`config.mk`:
```
export PLATFORM = sky130hd
export DESIGN_NAME = psvp_cmd_queue
export DESIGN_NICKNAME = d
export VERILOG_FILES = /design/src/design/pcm_sample_voice_player_unit_assert.svh /design/src/design/psvp_pkg.sv /design/src/design/psvp_cmd_queue.sv
export SDC_FILE = /design/constraint.sdc
export NUM_CORES = 1
export LEC_CHECK = 0
export ABC_AREA = 1
export BUFFER_PORTS_ARGS = -buffer_cell sky130_fd_sc_hd__buf_2
export CORE_MARGIN = 4
export CORE_UTILIZATION = 40
export CTS_BUF_LIST = sky130_fd_sc_hd__clkbuf_4
export DETAILED_ROUTE_END_ITERATION = 8
export HOLD_SLACK_MARGIN = 0.05
export PLACE_DENSITY_LB_ADDON = 0.2
export SYNTH_ARGS = -nofsm -noshare
export SYNTH_HDL_FRONTEND = slang
export SYNTH_SLANG_ARGS = --single-unit
```
`constraint.sdc`:
```
create_clock -name i_clk -period 15.26 [get_ports i_clk]
set_input_delay 0.763 -clock i_clk [delete_from_list [all_inputs] [get_ports i_clk]]
set_output_delay 0.763 -clock i_clk [all_outputs]
set_load 0.05 [all_outputs]
```
`src/design/pcm_sample_voice_player_unit_assert.svh`:
```
// assertion helpers used by the voice player back end (psvp_back)
`ifndef PCM_SAMPLE_VOICE_PLAYER_UNIT_ASSERT_SVH
`define PCM_SAMPLE_VOICE_PLAYER_UNIT_ASSERT_SVH

// property that must hold at every clock edge outside reset
`define PSVP_ASSERT_ALWAYS(lbl, clk, rst_n, cond, msg) \
    lbl: assert property (@(posedge clk) disable iff (!rst_n) (cond)) else $error(msg);

// antecedent implies consequent in the same cycle
`define PSVP_ASSERT_IMPLY(lbl, clk, rst_n, ante, cons, msg) \
    lbl: assert property (@(posedge clk) disable iff (!rst_n) (ante) |-> (cons)) \
        else $error(msg);

`endif

```
`src/design/psvp_pkg.sv`:
```
`default_nettype none

package psvp_pkg;

    localparam int SAMPLE_WORDS   = 65536;
    localparam int ADDR_W         = $clog2(SAMPLE_WORDS);
    localparam int RATE_FRAC_BITS = 16;

    localparam int RATE_W  = 20;
    localparam int GAIN_W  = 16;
    localparam int FC_W    = 17;
    localparam int FRAME_W = 48;
    localparam int SMP_W   = 16;
    localparam int MIX_W   = 24;
    localparam int POS_W   = FC_W + RATE_FRAC_BITS;

    localparam int CFG_IDX_W  = 3;
    localparam int CFG_DATA_W = 20;

    // gain q4.12 times sample q1.15 gives 27 fraction bits, mix has 23
    localparam int PROD_W = GAIN_W + SMP_W;
    localparam int SCL_SH = 4;
    localparam int SCL_W  = PROD_W - SCL_SH;
    localparam int SUM_W  = SCL_W + 1;

    localparam int CQ_DEPTH = 4;
    localparam int CQ_PTR_W = $clog2(CQ_DEPTH);
    localparam int CQ_CNT_W = $clog2(CQ_DEPTH + 1);
    localparam int OQ_DEPTH = 4;
    localparam int OQ_PTR_W = $clog2(OQ_DEPTH);
    localparam int OQ_CNT_W = $clog2(OQ_DEPTH + 1);

    localparam logic [1:0] OP_TICK  = 2'd0;
    localparam logic [1:0] OP_START = 2'd1;
    localparam logic [1:0] OP_STOP  = 2'd2;
    localparam logic [1:0] OP_LOAD  = 2'd3;

    localparam logic [1:0] ST_IDLE  = 2'd0;
    localparam logic [1:0] ST_SCHED = 2'd1;
    localparam logic [1:0] ST_PLAY  = 2'd2;
    localparam logic [1:0] ST_STOP  = 2'd3;

    localparam logic [CFG_IDX_W-1:0] CFG_RATE       = 3'd0;
    localparam logic [CFG_IDX_W-1:0] CFG_GAIN       = 3'd1;
    localparam logic [CFG_IDX_W-1:0] CFG_FRAME_CNT  = 3'd2;
    localparam logic [CFG_IDX_W-1:0] CFG_STEREO_SRC = 3'd3;
    localparam logic [CFG_IDX_W-1:0] CFG_STEREO_OUT = 3'd4;

    typedef struct packed {
        logic [RATE_W-1:0]        rate;
        logic signed [GAIN_W-1:0] gain;
        logic [FC_W-1:0]          num_frames;
        logic                     stereo_src;
        logic                     stereo_out;
    } t_cfg;

    typedef struct packed {
        logic                    is_tick;
        logic                    wr_en;
        logic [ADDR_W-1:0]       wr_addr;
        logic signed [SMP_W-1:0] wr_data;
        logic [ADDR_W-1:0]       rd_addr_l;
        logic [ADDR_W-1:0]       rd_addr_r;
        logic                    use_l;
        logic                    use_r;
        logic signed [MIX_W-1:0] mix_l;
        logic signed [MIX_W-1:0] mix_r;
        logic [1:0]              status;
    } t_cmd;

    typedef struct packed {
        logic signed [MIX_W-1:0] mix_l;
        logic signed [MIX_W-1:0] mix_r;
        logic [1:0]              status;
    } t_res;

endpackage

`default_nettype wire

```
`src/design/psvp_cmd_queue.sv`:
```
`default_nettype none

module psvp_cmd_queue
    import psvp_pkg::*;
(
    input  logic i_clk,
    input  logic i_rst_n,
    input  logic i_push,
    input  t_cmd i_data,
    output logic o_full,
    output logic o_valid,
    output t_cmd o_head,
    input  logic i_pop
);

    t_cmd                r_mem [CQ_DEPTH];
    logic [CQ_PTR_W-1:0] r_wptr;
    logic [CQ_PTR_W-1:0] r_rptr;
    logic [CQ_CNT_W-1:0] r_cnt;
    logic                w_wr;
    logic                w_rd;

    assign o_full  = (r_cnt == CQ_CNT_W'(CQ_DEPTH));
    assign o_valid = (r_cnt != '0);
    assign o_head  = r_mem[r_rptr];
    assign w_wr    = i_push && !o_full;
    assign w_rd    = i_pop && o_valid;

    always_ff @(posedge i_clk) begin
        if (w_wr) begin
            r_mem[r_wptr] <= i_data;
        end
    end

    always_ff @(posedge i_clk) begin
        if (!i_rst_n) begin
            r_wptr <= '0;
            r_rptr <= '0;
            r_cnt  <= '0;
        end else begin
            if (w_wr) begin
                r_wptr <= r_wptr + CQ_PTR_W'(1);
            end
            if (w_rd) begin
                r_rptr <= r_rptr + CQ_PTR_W'(1);
            end
            if (w_wr && !w_rd) begin
                r_cnt <= r_cnt + CQ_CNT_W'(1);
            end else if (w_rd && !w_wr) begin
                r_cnt <= r_cnt - CQ_CNT_W'(1);
            end
        end
    end

endmodule

`default_nettype wire

```
* Yosys cells after proc, flatten, opt, wreduce, memory -nomap -nowiden
Memory sizes are Yosys's and may differ from the RTL's. A register that Yosys moved wholly into a read port is not among the register bits. Cells that the tools add are included.
Cells by class: multiplexer cells 6, reductions and logical operators 9, add/subtract/negate cells 4, equality and inequality tests 1
Operator list (number):
- 3-bit 2-to-1 mux | 2
- 2-bit by 1-bit adder with 2-bit output (second input constant) | 2
- 1-bit logical AND | 4
- 2-bit 2-to-1 mux | 2
- 3-bit by 1-bit adder with 3-bit output (second input constant) | 1
- 3-bit == test (second input constant) | 1
- 1-bit zero test | 3
- 3-bit nonzero test | 1
- 3-bit by 1-bit subtractor with 3-bit output (second input constant) | 1
- 1-bit 2-to-1 mux | 2
- 2-bit nonzero test | 1
Word-level totals: bits in writable memories 472, memories 1, word-level logic and storage cells 24, bits of input ports 122, flip-flop bits (word level) 7
Memory list:
- r_mem | words 4, width 118, read ports 1, clocked after memory_dff 1, write ports 1, RTL line psvp_cmd_queue.sv:16 | t_cmd r_mem [CQ_DEPTH];

* Logic depth before layout (Yosys ltp)
depth after elaboration 7, depth in mapped cells 13, gate-level depth less buffers 13

* Least setup slack after synthesis
OpenSTA, ideal clock, no wires.
path type input -> register, from input i_push, to memory r_mem[0][0] (netlist bit), enable pin, path buffers 0, arrival 5.779 ns, stages on the path 2, setup slack 8.884 ns, cell sequence nand2_1 -> nor2_1
Between the ends: cells in the longest elaborated chain, start to end 3
RTL lines:
- start, declared | RTL line psvp_cmd_queue.sv:8 | input logic i_push,
- 1-bit logical AND | RTL line psvp_cmd_queue.sv:26 | assign w_wr = i_push && !o_full;
- 1-bit 2-to-1 mux | RTL line psvp_cmd_queue.sv:30 | if (w_wr) begin
- 1-bit 2-to-1 mux (not written as such) | RTL line psvp_cmd_queue.sv:31 | r_mem[r_wptr] <= i_data;
- end, declared | RTL line psvp_cmd_queue.sv:16
Every way passes these cells.

==> results.md <==
- Share of layout cells above drive strength 1: 0.259
- Transition time of the tightest slew-check pin: approximately 1100 ps
- GRT Overall Usage: 0.172
- Synth-to-layout area growth: 23.6%
- # rows: just under 80
- Pin count of the biggest net entering global routing: 146
- Max-slew headroom: 0.293
- Vias in the first global route: roughly 12k
- Fill cells: ~3.9k
- H-tree Lvls: 3
- Crit Path Class: register to output port
- Tightest Hold Check Type: input pin to register
- Worst Path Required: between 10000 and 15000 ps
- Post-DR vias/cell: between 4 and 5
- I/O Pins: between 200 and 250
- Cts bufs inserted: about 120
- Die height: between 200 and 250 um
- Worst-path maximum fanout: 91
- Synthesized area: 17800 um2
- Synthesis warning total: 0
- Vias: 11.5k
- Core area: 44100 um2
- PortBufs: ~240
- Status: completed
- Final setup violation count: 0
- Die Wd: ~220 um
- Post-route cell area: 22100 um2
- First-pass GRT wire length: 64.4 mm
- Crit path max-delay family: buffers and inverters
- Post-synthesis register bit count: roughly 480
- GPL Wtd Cong: 0.729
- Core Util, Final: 0.500
- Buffers & Inverters on Critical Path: 3
- Final WL: roughly 42 mm
- Post-Place Cells: between 1.5k and 2k
- Synthesized area per cell: between 10 and 15 um2
- Initial core utilization: 0.404
- Hold Vio Cnt, Final: 0
- Routed Antenna Nets: 0
- Leak Pwr: just under 8 nW
- Most common cell after layout, fill and taps aside: edfxtp_1
- Clock transition at path regs: roughly 70 ps
- Dpl cell area: 19600 um2
- Distinct cells, synth: 21
- Worst Clk Skew: ~38 ps
- Final #Nets: ~1.7k
- Max VDD drop: roughly 130 uV
- CP dominant cell by count: buf_4
- Finished Layout Cells: 2300
- Arrival time worst endpoint: 4160 ps
- Total congestion overflow: 0
- Worst setup EP type: output port
- Initial DRT Pass Iterations: 5
- Clock sink count: 481
- Setup_tns: 0 ps
- Commonest cells after routing, fill and taps aside: 472 x edfxtp_1, 246 x nor2_1, 241 x buf_2
- Final period util: 0.323
- Cells after Synth: approximately 1.2k
- Residual DRC count: 0
- CTS tree: built
- Worst-Skew Late Latency: around 800 ps
- Syn nets: ~1.3k
- Pwr per Cell Area: about 180 nW/um2
- CTS max path bufs: 3
- Largest stage delay on the critical path: 870 ps
- CP Cell Sequence: buf_4, buf_4, o21ai_0, o22ai_1, buf_2
- Root Buffer: clkbuf_4
- 1st-iter DRT viols: between 700 and 800
- RSZ-0062 raised after global routing: no
- CP max-delay cell: dfxtp_4
- Post-DP HPWL: 21.9 mm
- Initial antenna violation count: 3
- Max-slew violation count: 0
- Maximum clock rate: around 0.2 GHz
- Startpoint types: register
- Max-cap violation count: 0
- Sequential fraction of the synthesis area: 0.804
- Worst hold margin: 180 ps
- Die Area: slightly below 50000 um2
- Setup Buffers After CTS: 0
- Crit path time final: approximately 4900 ps
- Routed len/inst: about 18 um
==> stage by stage <==
stage / power (mW) / setup WS (ps)
floorplan: 2.65 / 8880
global placement: 2.97 / 11170
detailed placement: 2.98 / 11130
CTS: 4.01 / 10180
global route: 4.18 / 9930
finish: 3.95 / 10340
==> synthesized netlist by cell type (all sizes together) <==
cell    count  area share
o21ai     237       0.066
clkinv      1     0.00021
edfxtp    472        0.79
nand2      15      0.0032
a21oi       3     0.00084
nand3b      1     0.00042
clkbuf     57       0.012
o22ai     118       0.041
xor2        1     0.00049
fa          1      0.0011
nand3       4      0.0011
nor2      250       0.053
dfxtp       9       0.010
ha          5      0.0035
inv        16      0.0034
buf        20      0.0088
==> worst reg2reg max path, delay by kind of cell, from the launching register on <==
kind          cells  cell delay [ps]
simple gates      4              650
flops             1              400
buf+inv           2             1660
==> layer usage <==
layer	up-vias	global-route usage	routed length, um
li1	5457	-	-
met1	5604	0.222	18100
met2	331	0.278	19800
met3	57	0.0534	3040
met4	2	0.0611	717
met5	-	0	13
==> path summary, 6_finish.rpt <==
check	slack, ps	cells after the start	to	startpoint
hold / removal	180	1	r_mem[1][102]	i_data[102]
hold reg to reg	510	2	r_rptr[0]	r_rptr[0]
setup reg to reg	12120	6	r_mem[3][71]	r_cnt[0]
setup / recovery	10340	5	o_head[86]	register
==> report_power, final <==
group	total [mW]	switching (mW)	internal [mW]
Sequential	1.66	0.0568	1.61
Clock	0.998	0.487	0.511
Combinational	1.29	1.03	0.267
Total	3.95	1.57	2.39
==> final cells by class <==
cell class              count  area (um2)  area share
repair buffers            358        2340       0.106
multi-input cells         635        3080       0.140
clock inverters            44         179     0.00811
diodes                      3        7.51    0.000340
flip-flops and latches    481       14400       0.651
clock buffers             170        1280      0.0578
inverters                  17        70.1     0.00318
well taps                 592         741      0.0336
==> what timing repair did <==
item / CTS / global route
gates resized for setup: 0 / 0
endpoints found under the hold margin: 393 / 0
hold buffers: 104 / 0
==> logic make-up after synthesis <==
| group | count (synthesis) | share of synthesized area |
|---|---|---|
| compound gates | 358 | 0.109 |
| simple gates | 270 | 0.0573 |
| xor+xnor | 1 | 0.000491 |
| buf+inv | 94 | 0.0245 |
| fa+ha+maj | 6 | 0.00463 |
| flops | 481 | 0.804 |
==> state kept, by name, indices dropped and copies added, names as in the netlist, named ones only <==
register  cells
r_mem       472
r_cnt         3
r_rptr        2
r_wptr        2
Power figures use the tool's default switching activity.
