`config.mk`:
```
export PLATFORM = sky130hd
export DESIGN_NAME = psvp_front
export DESIGN_NICKNAME = d
export VERILOG_FILES = /design/src/design/pcm_sample_voice_player_unit_assert.svh /design/src/design/psvp_pkg.sv /design/src/design/psvp_front.sv
export SDC_FILE = /design/constraint.sdc
export NUM_CORES = 1
export LEC_CHECK = 0
export ABC_AREA = 1
export BUFFER_PORTS_ARGS = -buffer_cell sky130_fd_sc_hd__clkbuf_2
export CORE_ASPECT_RATIO = 0.5
export CORE_UTILIZATION = 51
export CTS_CLUSTER_DIAMETER = 80
export CTS_CLUSTER_SIZE = 24
export DETAILED_ROUTE_END_ITERATION = 10
export GPL_TIMING_DRIVEN = 0
export PLACE_DENSITY = 0.83
export SLEW_MARGIN = 25
export SYNTH_ARGS = -nofsm -noshare
export SYNTH_HDL_FRONTEND = slang
export SYNTH_SLANG_ARGS = --single-unit
```
`constraint.sdc`:
```
create_clock -name i_clk -period 4.9 [get_ports i_clk]
set_input_delay 0.735 -clock i_clk [delete_from_list [all_inputs] [get_ports i_clk]]
set_output_delay 0.735 -clock i_clk [all_outputs]
set_load 0.02 [all_outputs]
```
`src/design/pcm_sample_voice_player_unit_assert.svh`:
```
// assertion helpers used by the voice player back end (psvp_back)
`ifndef PCM_SAMPLE_VOICE_PLAYER_UNIT_ASSERT_SVH
`define PCM_SAMPLE_VOICE_PLAYER_UNIT_ASSERT_SVH

// property that must hold at every clock edge outside reset
`define PSVP_ASSERT_ALWAYS(lbl, clk, rst_n, cond, msg) \
    lbl: assert property (@(posedge clk) disable iff (!rst_n) (cond)) else $error(msg);

// antecedent implies consequent in the same cycle
`define PSVP_ASSERT_IMPLY(lbl, clk, rst_n, ante, cons, msg) \
    lbl: assert property (@(posedge clk) disable iff (!rst_n) (ante) |-> (cons)) \
        else $error(msg);

`endif

```
`src/design/psvp_pkg.sv`:
```
`default_nettype none

package psvp_pkg;

    localparam int SAMPLE_WORDS   = 65536;
    localparam int ADDR_W         = $clog2(SAMPLE_WORDS);
    localparam int RATE_FRAC_BITS = 16;

    localparam int RATE_W  = 20;
    localparam int GAIN_W  = 16;
    localparam int FC_W    = 17;
    localparam int FRAME_W = 48;
    localparam int SMP_W   = 16;
    localparam int MIX_W   = 24;
    localparam int POS_W   = FC_W + RATE_FRAC_BITS;

    localparam int CFG_IDX_W  = 3;
    localparam int CFG_DATA_W = 20;

    // gain q4.12 times sample q1.15 gives 27 fraction bits, mix has 23
    localparam int PROD_W = GAIN_W + SMP_W;
    localparam int SCL_SH = 4;
    localparam int SCL_W  = PROD_W - SCL_SH;
    localparam int SUM_W  = SCL_W + 1;

    localparam int CQ_DEPTH = 4;
    localparam int CQ_PTR_W = $clog2(CQ_DEPTH);
    localparam int CQ_CNT_W = $clog2(CQ_DEPTH + 1);
    localparam int OQ_DEPTH = 4;
    localparam int OQ_PTR_W = $clog2(OQ_DEPTH);
    localparam int OQ_CNT_W = $clog2(OQ_DEPTH + 1);

    localparam logic [1:0] OP_TICK  = 2'd0;
    localparam logic [1:0] OP_START = 2'd1;
    localparam logic [1:0] OP_STOP  = 2'd2;
    localparam logic [1:0] OP_LOAD  = 2'd3;

    localparam logic [1:0] ST_IDLE  = 2'd0;
    localparam logic [1:0] ST_SCHED = 2'd1;
    localparam logic [1:0] ST_PLAY  = 2'd2;
    localparam logic [1:0] ST_STOP  = 2'd3;

    localparam logic [CFG_IDX_W-1:0] CFG_RATE       = 3'd0;
    localparam logic [CFG_IDX_W-1:0] CFG_GAIN       = 3'd1;
    localparam logic [CFG_IDX_W-1:0] CFG_FRAME_CNT  = 3'd2;
    localparam logic [CFG_IDX_W-1:0] CFG_STEREO_SRC = 3'd3;
    localparam logic [CFG_IDX_W-1:0] CFG_STEREO_OUT = 3'd4;

    typedef struct packed {
        logic [RATE_W-1:0]        rate;
        logic signed [GAIN_W-1:0] gain;
        logic [FC_W-1:0]          num_frames;
        logic                     stereo_src;
        logic                     stereo_out;
    } t_cfg;

    typedef struct packed {
        logic                    is_tick;
        logic                    wr_en;
        logic [ADDR_W-1:0]       wr_addr;
        logic signed [SMP_W-1:0] wr_data;
        logic [ADDR_W-1:0]       rd_addr_l;
        logic [ADDR_W-1:0]       rd_addr_r;
        logic                    use_l;
        logic                    use_r;
        logic signed [MIX_W-1:0] mix_l;
        logic signed [MIX_W-1:0] mix_r;
        logic [1:0]              status;
    } t_cmd;

    typedef struct packed {
        logic signed [MIX_W-1:0] mix_l;
        logic signed [MIX_W-1:0] mix_r;
        logic [1:0]              status;
    } t_res;

endpackage

`default_nettype wire

```
`src/design/psvp_front.sv`:
```
`default_nettype none

module psvp_front
    import psvp_pkg::*;
(
    input  logic                      i_clk,
    input  logic                      i_rst_n,
    input  logic                      i_push,
    input  logic                      i_q_full,
    input  logic [1:0]                i_opcode,
    input  logic [FRAME_W-1:0]        i_engine_frame,
    input  logic [FRAME_W-1:0]        i_start_frame,
    input  logic [15:0]               i_sample_address,
    input  logic signed [SMP_W-1:0]   i_sample_value,
    input  logic signed [MIX_W-1:0]   i_mix_in_left,
    input  logic signed [MIX_W-1:0]   i_mix_in_right,
    input  t_cfg                      i_cfg,
    output logic                      o_cmd_valid,
    output t_cmd                      o_cmd
);

    logic [1:0]         r_state, n_state;
    logic [FRAME_W-1:0] r_pending, n_pending;
    logic [POS_W-1:0]   r_pos, n_pos;

    logic               w_accept;
    logic [1:0]         w_eff_state;
    logic               w_mixing;
    logic [FC_W-1:0]    w_src;
    logic [POS_W:0]     w_pos_adv;
    logic [POS_W:0]     w_pos_end;
    logic [FC_W:0]      w_base_l;
    logic [FC_W:0]      w_base_r;
    logic               w_l_ok;
    logic               w_r_ok;
    logic               w_ld_ok;

    assign w_accept  = i_push && !i_q_full;
    assign w_src     = r_pos[POS_W-1:RATE_FRAC_BITS];
    // one spare bit so a step past the last frame does not wrap
    assign w_pos_adv = {1'b0, r_pos} + (POS_W+1)'(i_cfg.rate);
    assign w_pos_end = {1'b0, i_cfg.num_frames, RATE_FRAC_BITS'(0)};

    // interleaved stereo source: left at word 2*i, right at word 2*i+1; mono reads word i for both
    assign w_base_l = i_cfg.stereo_src ? {w_src, 1'b0} : {1'b0, w_src};
    assign w_base_r = i_cfg.stereo_src ? w_base_l + (FC_W+1)'(1) : w_base_l;
    assign w_l_ok   = 32'(w_base_l) < 32'(SAMPLE_WORDS);
    assign w_r_ok   = 32'(w_base_r) < 32'(SAMPLE_WORDS);
    assign w_ld_ok  = 32'(i_sample_address) < 32'(SAMPLE_WORDS);

    always_comb begin
        n_state     = r_state;
        n_pending   = r_pending;
        n_pos       = r_pos;
        w_mixing    = 1'b0;
        w_eff_state = r_state;
        if (r_state == ST_SCHED && r_pending <= i_engine_frame) begin
            w_eff_state = ST_PLAY;
        end
        unique case (i_opcode)
            OP_START: begin
                n_pos = '0;
                if (i_start_frame < i_engine_frame) begin
                    n_pending = i_engine_frame;
                    n_state   = ST_PLAY;
                end else begin
                    n_pending = i_start_frame;
                    n_state   = ST_SCHED;
                end
            end
            OP_STOP: begin
                n_state = ST_STOP;
            end
            OP_TICK: begin
                n_state = w_eff_state;
                if (w_eff_state == ST_STOP) begin
                    n_state = ST_IDLE;
                end else if (w_eff_state == ST_PLAY) begin
                    if (w_src >= i_cfg.num_frames) begin
                        n_state = ST_IDLE;
                    end else begin
                        w_mixing = 1'b1;
                        n_pos    = w_pos_adv[POS_W-1:0];
                        if (w_pos_adv >= w_pos_end) begin
                            n_state = ST_IDLE;
                        end
                    end
                end
            end
            default: begin
            end
        endcase
    end

    always_comb begin
        o_cmd.is_tick   = (i_opcode == OP_TICK);
        o_cmd.wr_en     = (i_opcode == OP_LOAD) && w_ld_ok;
        o_cmd.wr_addr   = ADDR_W'(i_sample_address);
        o_cmd.wr_data   = i_sample_value;
        o_cmd.rd_addr_l = ADDR_W'(w_base_l);
        o_cmd.rd_addr_r = ADDR_W'(w_base_r);
        // out-of-range reads contribute nothing
        o_cmd.use_l     = w_mixing && w_l_ok;
        o_cmd.use_r     = w_mixing && i_cfg.stereo_out && w_r_ok;
        o_cmd.mix_l     = i_mix_in_left;
        o_cmd.mix_r     = i_mix_in_right;
        o_cmd.status    = n_state;
    end

    assign o_cmd_valid = w_accept;

    always_ff @(posedge i_clk) begin
        if (!i_rst_n) begin
            r_state   <= ST_IDLE;
            r_pending <= '0;
            r_pos     <= '0;
        end else if (w_accept) begin
            r_state   <= n_state;
            r_pending <= n_pending;
            r_pos     <= n_pos;
        end
    end

endmodule

`default_nettype wire

```
After elaboration in Yosys (flattened, before gate mapping)

Index checks and enable logic that the tools add are counted.

Bits in latches: 0
Bits in writable memories: 0
Output and inout port bits: 119
Bits in read-only memories: 0
Bits in registers: 83
Logic and storage cells: 48
Memories kept: 0
Bits of input ports: 237

Add/sub/neg operators: 2
Divide/modulo/power cells: 0
Reductions and logical operators: 10
Bitwise operators: 0
Multiplexer cells: 18
Shift operators: 0
Equality and inequality tests: 9
Magnitude comparators: 6
Multipliers: 0

Operators with widths:

| kind                                                          | count |
|---|---|
| 2-to-1 mux 33 bit                                             | 3 |
| case mux 33 bit (2 select lines)                              | 1 |
| less-or-equal comparator 48 bit                               | 1 |
| less-than comparator 48 bit                                   | 1 |
| 2-to-1 mux 48 bit                                             | 1 |
| less-than comparator 18 x 17 -> 1 bit (second input constant) | 2 |
| 2-to-1 mux 18 bit                                             | 2 |
| adder 33 x 20 -> 34 bit                                       | 1 |
| >= comparator 34 x 33 -> 1 bit                                | 1 |
| adder 18 x 1 -> 18 bit (second input constant)                | 1 |
| >= comparator 17 bit                                          | 1 |
| 2-to-1 mux 2 bit                                              | 6 |
| == test 2 bit (second input constant)                         | 4 |
| case mux 2 bit (3 select lines)                               | 1 |
| logical AND 1 bit                                             | 5 |
| AND reduction 5 bit                                           | 1 |
| == test 2 x 1 -> 1 bit (second input constant)                | 2 |
| 2-to-1 mux 1 bit                                              | 4 |
| != test 2 bit (second input constant)                         | 2 |
| logical NOT 2 bit                                             | 1 |
| != test 2 x 1 -> 1 bit (second input constant)                | 1 |
| AND reduction 2 bit                                           | 1 |
| nonzero test 2 bit                                            | 1 |
| logical NOT 1 bit                                             | 1 |

Depth between registers and ports, before layout

Gate-level depths: netlist of run 1.

Depth in word-level cells: 9
Gate-level depth with buffers: 36
Gate-level depth less buffers: 36

Worst setup path after synthesis of run 1

Ideal clock, no wire load.

Kind: in2out
Start: input port i_cfg[35] in the netlist's numbering
End: output port o_cmd[1] in the netlist's numbering
Cell stages on the path: 34
Arrival: 3.845 ns
Data required time: 4.165 ns
Buffers on the path: 0
Setup slack: 0.320 ns
Cells stage by stage: ha_1 inv_1 fa_1 inv_1 nand3_1 nand2_1 nand2_1 nand2_1 nand2_1 nand2_2 a21boi_2 o21bai_4 nand2_2 nor2_1 xor2_1 inv_1 ha_1 nand2_1 inv_1 nand2_1 nor2_1 nand2_1 nor2_1 nand2_1 nor2_1 nand3_1 nor2_1 nand4_1 nand2_1 nand2_1 nand2_1 nand2_1 nand2_1 nand2_1

RTL lines:

| element     | RTL line         | source |
|---|---|---|
| from (decl) | psvp_front.sv:17 | `input t_cfg i_cfg,` |
| to (decl)   | psvp_front.sv:19 | `output t_cmd o_cmd` |

==> results of run 1 <==
layout make-up:
| cell class | count | area share |
|---|---|---|
| well taps | 234 | 0.0251 |
| plain buffers | 125 | 0.0723 |
| multi-input cells | 1050 | 0.547 |
| clock buffers | 10 | 0.0196 |
| flip-flops and latches | 83 | 0.142 |
| inverters | 173 | 0.0556 |
| clock inverters | 6 | 0.00975 |
| repair buffers | 283 | 0.129 |
per-layer routing:
metal,track usage,up-vias,part of all wire,wire length (µm)
met5,0,-,0,0
met3,0.0401,54,0.073,2000
met4,0.0551,0,0.018,487
met2,0.482,415,0.47,12900
met1,0.363,4572,0.44,12000
li1,-,5205,-,-
worst min-delay path by stage:
stage / depth (start not counted) / slack (ns) / from / endpoint
global placement: 2 / 0.46 / r_pending[0] / r_pending[0]
CTS: 2 / 0.47 / r_pending[38] / r_pending[38]
finish: 2 / 0.47 / r_pending[6] / r_pending[6]
detailed placement: 2 / 0.46 / r_pending[22] / r_pending[22]
floorplan: 2 / 0.45 / r_pending[0] / r_pending[0]
global route: 2 / 0.49 / r_pending[17] / r_pending[17]
tightest hold or removal path, cell delays in order, from the launching register on:
cell and delay, ns:
sky130_fd_sc_hd__dfxtp_1 0.31, sky130_fd_sc_hd__nand2_1 0.06, sky130_fd_sc_hd__a21oi_1 0.05
state kept, by name (all words and copies together) (netlist names):
register / flops
r_pending: 48
r_state: 2
r_pos: 33
cell usage after synthesis (all sizes together), types with 2 or more instances:
master	number
nand2	372
inv	172
a21oi	157
ha	149
o21ai	141
nor2	104
buf	96
dfxtp	83
nand3	45
clkbuf	29
nand4	20
xor2	16
nor3	11
a21o	6
nor4	5
o21a	4
xnor2	3
a21boi	2
and3	2
nor3b	2
o211ai	2
o21bai	2
power by group:
part / switching (µW) / internal (µW)
sequential: 27.5 / 701
combinational: 507 / 345
clock: 300 / 500
total: 834 / 1550
through the flow:
step | hold slack (ns) | setup TNS [ns] | setup slack [ns] | instance area [µm²] | utilization
finish | 0.470 | -0.355 | -0.355 | 11700 | 0.666
detailed placement | 0.460 | -0.570 | -0.570 | 10800 | 0.617
floorplan | 0.445 | 0 | 0.320 | 9230 | -
global route | 0.488 | -0.524 | -0.524 | 11700 | 0.666
CTS | 0.471 | -0.239 | -0.239 | 11400 | 0.651
global placement | 0.456 | -0.543 | -0.543 | 10800 | 0.617
kinds of logic after synthesis:
kind of cell             Yosys count
AND/OR/NAND/NOR                  563
AO/OA/AOI/OAI                    318
buffers and inverters            298
adder cells (fa/ha/maj)          150
flip-flops                        83
XOR/XNOR                          19
timing repair:
action                                  4_1_cts  5_1_grt
pin swaps                                    13       27
setup buffers                                11       14
gates resized for setup                      31       33
endpoints found under the setup margin        1        1
placed cells by master (no fill, tap or decap), types with 18 or more instances in the layout:
| master | count |
|---|---|
| sky130_fd_sc_hd__dfxtp_1 | 83 |
| sky130_fd_sc_hd__nand2_1 | 350 |
| sky130_fd_sc_hd__nand4_1 | 20 |
| sky130_fd_sc_hd__o21ai_0 | 109 |
| sky130_fd_sc_hd__o21ai_1 | 31 |
| sky130_fd_sc_hd__clkbuf_2 | 256 |
| sky130_fd_sc_hd__a21oi_1 | 139 |
| sky130_fd_sc_hd__buf_4 | 105 |
| sky130_fd_sc_hd__nand2_2 | 18 |
| sky130_fd_sc_hd__nor2_1 | 94 |
| sky130_fd_sc_hd__ha_1 | 134 |
| sky130_fd_sc_hd__clkbuf_1 | 30 |
| sky130_fd_sc_hd__nand3_1 | 42 |
| sky130_fd_sc_hd__inv_1 | 167 |
==> run summary, run 1 <==
====================================================================================
FF+latch count, synth                                                             83
Dominant cells by area after synthesis                                  sky130_fd_sc_hd__ha_1 20%, sky130_fd_sc_hd__dfxtp_1 18%, sky130_fd_sc_hd__nand2_1 15%, sky130_fd_sc_hd__a21oi_1 7.9%, sky130_fd_sc_hd__inv_1 6.9%
Overall Global Routing Usage                                                   0.278
Final Worst Setup Slack                                                    -0.355 ns
Clock latency of the later-clocked register in the worst-skew pair           0.34 ns
Critical Setup Path Class                                                     in2out
IO Count                                                                         356
Die Ht                                                                       97.1 µm
Critical path's top delay family                                        simple AND/OR/NAND/NOR gates
Register-to-register setup slack                                             0.65 ns
CTS sink count                                                                    83
Power, Total                                                                 2380 µW
Multiplexer share of the synthesized area                                          0
Width of the die                                                              192 µm
Worst-case clock skew                                                      0.0123 ns
Fraction of registers with async set/reset                                         0
WP buf/inv                                                                         4
Starting utilization of the core area                                          0.527
Worst flop-to-flop path startpoint                                          r_pos[0]
Row count                                                                         34
Cell type contributing the most total cell area after synthesis         sky130_fd_sc_hd__ha_1
Highest Clock Rate                                                           190 MHz
Final worst-path cycle share                                                    1.07
Wire length after detailed routing                                          27400 µm
Number of synthesized flops with an enable pin                                     0
Gr ovfl total                                                                      0
Via count of the first global-routing pass                                      9149
Required time reported for the critical path endpoint                        4.16 ns
Maximum buffer depth of the clock tree                                             2
Max-Slew Margin vs Limit                                                       0.533
Fraction of the mapped netlist area in compound gates                          0.185
Number of levels the H-tree was split into                                         3
Clock slew seen by the registers of the worst setup and hold paths           0.06 ns
First-pass GRT wire length                                                  42700 µm
Number of routed nets with antenna violations                                      0
Number of warnings printed during yosys synthesis                                  0
Area share of the largest cell type after synthesis                            0.202
Total die area                                                             18700 µm²
Number of slew-limit violations in the final report                                0
Avg Synthesized Cell Area                                                   6.45 µm²
Register area                                                               1660 µm²
Max stage delay on crit path                                                 0.34 ns
HPWL after detailed placement                                               21500 µm
Top FF cell, synth                                                      sky130_fd_sc_hd__dfxtp_1
Area growth from synthesis to layout                                           26.6%
Least-Margin Pin Slew                                                       0.700 ns
Number of instances in the synthesized netlist                                  1431
Fillers                                                                         1560
Count of buffers from port buffering                                             258
Number of detailed-routing iterations run before antenna repair                    8
Clk Tree Root Cell                                                      sky130_fd_sc_hd__clkbuf_16
Synth Net Count                                                                 1818
Per-cell routed wire length                                                  13.9 µm
Share of cells above drive strength 1                                          0.276
Library cells used by synthesis                                                   42
Count of non-filler cells in the finished layout                                1964
Simple-gate share of the synthesized area                                      0.251
N_diodes                                                                           0
Final Wtd Congestion                                                           0.953
Post-synthesis instance area                                                9230 µm²
Placed cells                                                                    1923
Failing checks                                                          negative setup slack
Status                                                                  finished with violations
TritonCTS clock tree                                                             yes
Capturing point of the worst reg2reg path                                 r_state[1]
Fraction of the mapped netlist area in adder cells                             0.204
Main combinational cell family by area after synthesis                  simple AND/OR/NAND/NOR gates
Critical path launch point type                                           input port
RSZ-0062 raised after global routing                                             yes
Max rail drop VDD                                                             180 µV
Setup crit end kind                                                      output port
Final Hold Fails                                                                   0
Parity-gate share of the synthesized area counting xor and xnor cells         0.0180
Library cell appearing most often on the critical path                  sky130_fd_sc_hd__nand2_1
Setup-failing EPs final                                                            1
Fraction of the yosys area taken by sequential cells                           0.180
First DRT Iteration DRCs                                                         687
Inserted Clock Buffers                                                             9
Vias                                                                           10200
Worst min-delay path class                                                   reg2reg
Core area                                                                  17500 µm²
Total power density per cell area                                         204 nW/µm²
Time the worst path needs with I/O delays and setup                          5.25 ns
Maximum number of pins on one net before global-route repair                      15
Vias per cell                                                                   5.22
Number of buffers inserted by hold repair at cts                                   0
Crit Path Max Fanout                                                               5
Data arrival, critical path                                                  4.52 ns
Max-cap violation count                                                            0
Final net count                                                                 2112
Slowest cell on the critical path                                       sky130_fd_sc_hd__ha_1
Origin of the worst setup path                                             i_cfg[47]
Total DRC errors in the routed layout                                              0
Termination of the worst setup path                                         o_cmd[1]
Leakage power total                                                       0.00626 µW
Number of cell instances on the worst register-to-register path                   37
Footprint of the multi-input gates                                          6380 µm²
Antenna violations before repair                                                   0
Number of gates on the worst path with buffers counted                            28
====================================================================================
No activity file was read; power rests on OpenSTA's default activity.
==> run 2, diff against run 1 <==
==> constraint.sdc (replaced) <==
create_clock -name i_clk -period 5.95 [get_ports i_clk]
set_input_delay 0.8925 -clock i_clk [delete_from_list [all_inputs] [get_ports i_clk]]
set_output_delay 0.8925 -clock i_clk [all_outputs]
set_load 0.02 [all_outputs]
==> run 2 against run 1 <==
  * Critical path depth increased by 8
  * Highest routed layer unchanged
  * First-iteration DRC count down 15%
  * Worst hold slack worse by 0.00091 ns
  * The flow now finishes without violations
  * Worst setup slack improved by 0.58 ns
  * Combinational power fell by 23%
==> run summary, run 2 (synthesis gave the netlist of run 1 again) <==
=================================================================================
Top routing layer in use                                                     met4
First DRT Iteration DRCs                                                      586   -15%
Most common library cell in the layout ignoring fill and taps        sky130_fd_sc_hd__nand2_1
N_diodes                                                                        0   unchanged
Gr ovfl total                                                                   0   unchanged
Required time reported for the critical path endpoint                     5.06 ns   +0.90 ns
Critical hold path startpoint                                        r_pending[6]
Internal portion of total power                                           1250 µW   -19%
DR WL met2                                                               12200 µm   -5.6%
Leakage power total                                                    0.00614 µW   -2.0%
Share of cells above drive strength 1                                       0.244   -0.0317
Clock slew seen by the registers of the worst setup and hold paths        0.06 ns   about the same
Area growth from synthesis to layout                                        21.5%
Setup crit end kind                                                   output port
Most frequent cells in the layout                                    360 x sky130_fd_sc_hd__nand2_1, 257 x sky130_fd_sc_hd__clkbuf_2, 169 x sky130_fd_sc_hd__inv_1, 148 x sky130_fd_sc_hd__ha_1, 145 x sky130_fd_sc_hd__a21oi_1
Worst min-delay path class                                                reg2reg
HPWL after detailed placement                                            21500 µm   unchanged
Final net count                                                              2091   -0.99%
Maximum number of pins on one net before global-route repair                   15   unchanged
Antenna violations before repair                                                1   +1
Max-cap violation count                                                         0   unchanged
Flop pwr share                                                              0.312   +0.006
Via count of the first global-routing pass                                   9015   -1.5%
IO Count                                                                      356   unchanged
Status                                                               complete, no violations
Worst flop-to-flop path startpoint                                       r_pos[0]
Final Wtd Congestion                                                        0.953   unchanged
Library cell appearing most often on the critical path               sky130_fd_sc_hd__nand2_1
Die Ht                                                                    97.1 µm   unchanged
Register-to-register setup slack                                          1.72 ns   +1.07 ns
Number of detailed-routing iterations run before antenna repair                 7   -1
Total die area                                                          18700 µm²   unchanged
Overall Global Routing Usage                                                0.272   -0.00504
Worst Hold Depth                                                                2   unchanged
Vias per cell                                                                5.12   -1.8%
Clock latency of the later-clocked register in the worst-skew pair        0.34 ns   about the same
Total DRC errors in the routed layout                                           0   unchanged
Data arrival, critical path                                               4.83 ns   +0.31 ns
Setup tns final                                                              0 ns   +0.355 ns
Number of slew-limit violations in the final report                             0   unchanged
Flip-flop count of the largest register after layout                           48   unchanged
Count of buffers from port buffering                                          258   unchanged
Worst-case clock skew                                                  0.00997 ns   -0.00235 ns
Crit Path Max Fanout                                                            5   unchanged
Total power density per cell area                                      171 nW/µm²   -16%
Max-Slew Margin vs Limit                                                    0.560   +0.0267
Registers with the highest flip-flop counts                          r_pending x48, r_pos x33, r_state x2
Clk Tree Root Cell                                                   sky130_fd_sc_hd__clkbuf_16
Final worst-path cycle share                                                0.961
Wire length after detailed routing                                       26000 µm   -4.9%
CTS sink count                                                                 83   unchanged
Number of levels the H-tree was split into                                      3   unchanged
Core area                                                               17500 µm²   unchanged
Least-Margin Pin Slew                                                    0.660 ns   -0.0400 ns
Capturing point of the worst reg2reg path                              r_state[1]
Met3 Routed Length                                                        1730 µm   -13%
Row count                                                                      34   unchanged
Number of routed nets with antenna violations                                   0   unchanged
Final Hold Fails                                                                0   unchanged
Highest Clock Rate                                                        175 MHz
First-pass GRT wire length                                               42000 µm   -1.8%
TritonCTS clock tree                                                          yes
Critical Setup Path Class                                                  in2out
Width of the die                                                           192 µm   unchanged
Fraction of power consumed by combinational cells                           0.344   -0.014
Fillers                                                                      1657   +6.2%
Per-cell routed wire length                                               13.4 µm   -3.9%
Vias                                                                         9953   -2.9%
Clock network power share                                                   0.344   +0.008
Number of buffers inserted by hold repair at cts                                0   unchanged
Placement-stage worst setup slack                                        0.165 ns   +0.735 ns
Critical path launch point type                                        input port
Min-Delay Endpoint                                                   r_pending[6]
Time the worst path needs with I/O delays and setup                       5.72 ns
Final Worst Setup Slack                                                  0.230 ns   +0.585 ns
Maximum buffer depth of the clock tree                                          2   unchanged
Routed length on met1                                                    11800 µm   -1.4%
Setup-failing EPs final                                                         0   -1
Switching power                                                            666 µW   -20%
Slowest cell on the critical path                                    sky130_fd_sc_hd__fa_2
Inserted Clock Buffers                                                          9   unchanged
Max rail drop VDD                                                          148 µV   -18%
Number of cell instances on the worst register-to-register path                36   -2.7%
Starting utilization of the core area                                       0.527   unchanged
Max stage delay on crit path                                              0.35 ns   about the same
Net switching fraction of the power                                         0.348   -0.00242
Register containing the most flip-flops in the final layout             r_pending
=================================================================================
-- run 2: cell types whose count changed in the layout (fill, tap and decap cells not counted), sizes merged --
cell  before  now
buf      122  101
-- run 2: how the worst max path moves through the flow --
stage                   start       end  slack [ns]  cells past startpoint
finish              i_cfg[35]  o_cmd[1]        0.23                     36
global route        i_cfg[35]  o_cmd[1]       -0.04                     36
CTS                 i_cfg[35]  o_cmd[1]        0.15                     36
detailed placement  i_cfg[35]  o_cmd[1]        0.16                     36
global placement    i_cfg[35]  o_cmd[1]        0.19                     36
floorplan           i_cfg[35]  o_cmd[1]        1.05                     34
-- run 2: timing repair --
| action | CTS | global route |
|---|---|---|
| setup buffers | 0 | 4 |
| gates resized for setup | 0 | 9 |
| endpoints found under the setup margin | 0 | 1 |
-- run 2: metrics by stage --
step / hold slack, ns / area, µm² / util / power, µW / std cells
final: 0.469 / 11200 / 0.640 / 1910 / 1943
after global routing: 0.488 / 11200 / 0.640 / 2030 / 1943
after CTS: 0.471 / 11200 / 0.637 / 1910 / 1939
after detailed placement: 0.460 / 10800 / 0.617 / 1260 / 1923
after global placement: 0.456 / 10800 / 0.617 / 1250 / 1923
after floorplan: 0.445 / 9230 / - / 1060 / 1431
-- run 2: per-layer routing --
metal,track usage,up-vias
li1,-,5170
met1,0.359,4448
met2,0.471,312
met3,0.0390,23
met4,0.0533,0
met5,0,-
-- run 2: critical path, delay by kind of cell --
kind / cells / cell delay [ns]
xor gates and xnor gates: 1 / 0.15
adders and majority gates: 3 / 0.79
and+or+nand+nor: 24 / 2.13
AOI/OAI and AO/OA: 2 / 0.33
buffers and inverters: 6 / 0.55
-- run 2: power groups by stage --
stage                     logic, µW  registers (µW)  clock network, µW
after floorplan                 453             603                  0
after global placement          637             609                  0
after detailed placement        648             609                  0
after CTS                       653             597                664
after global routing            738             600                688
final                           658             597                659
-- run 2: final cells by class --
cell class	instances	area, µm²	area share
clock buffer	10	229	0.0204
buffer	125	845	0.0753
timing repair buffer	262	1320	0.118
tap	234	293	0.0261
multi-input combinational	1050	6100	0.544
sequential	83	1660	0.148
clock inverter	6	114	0.0102
inverter	173	649	0.0579
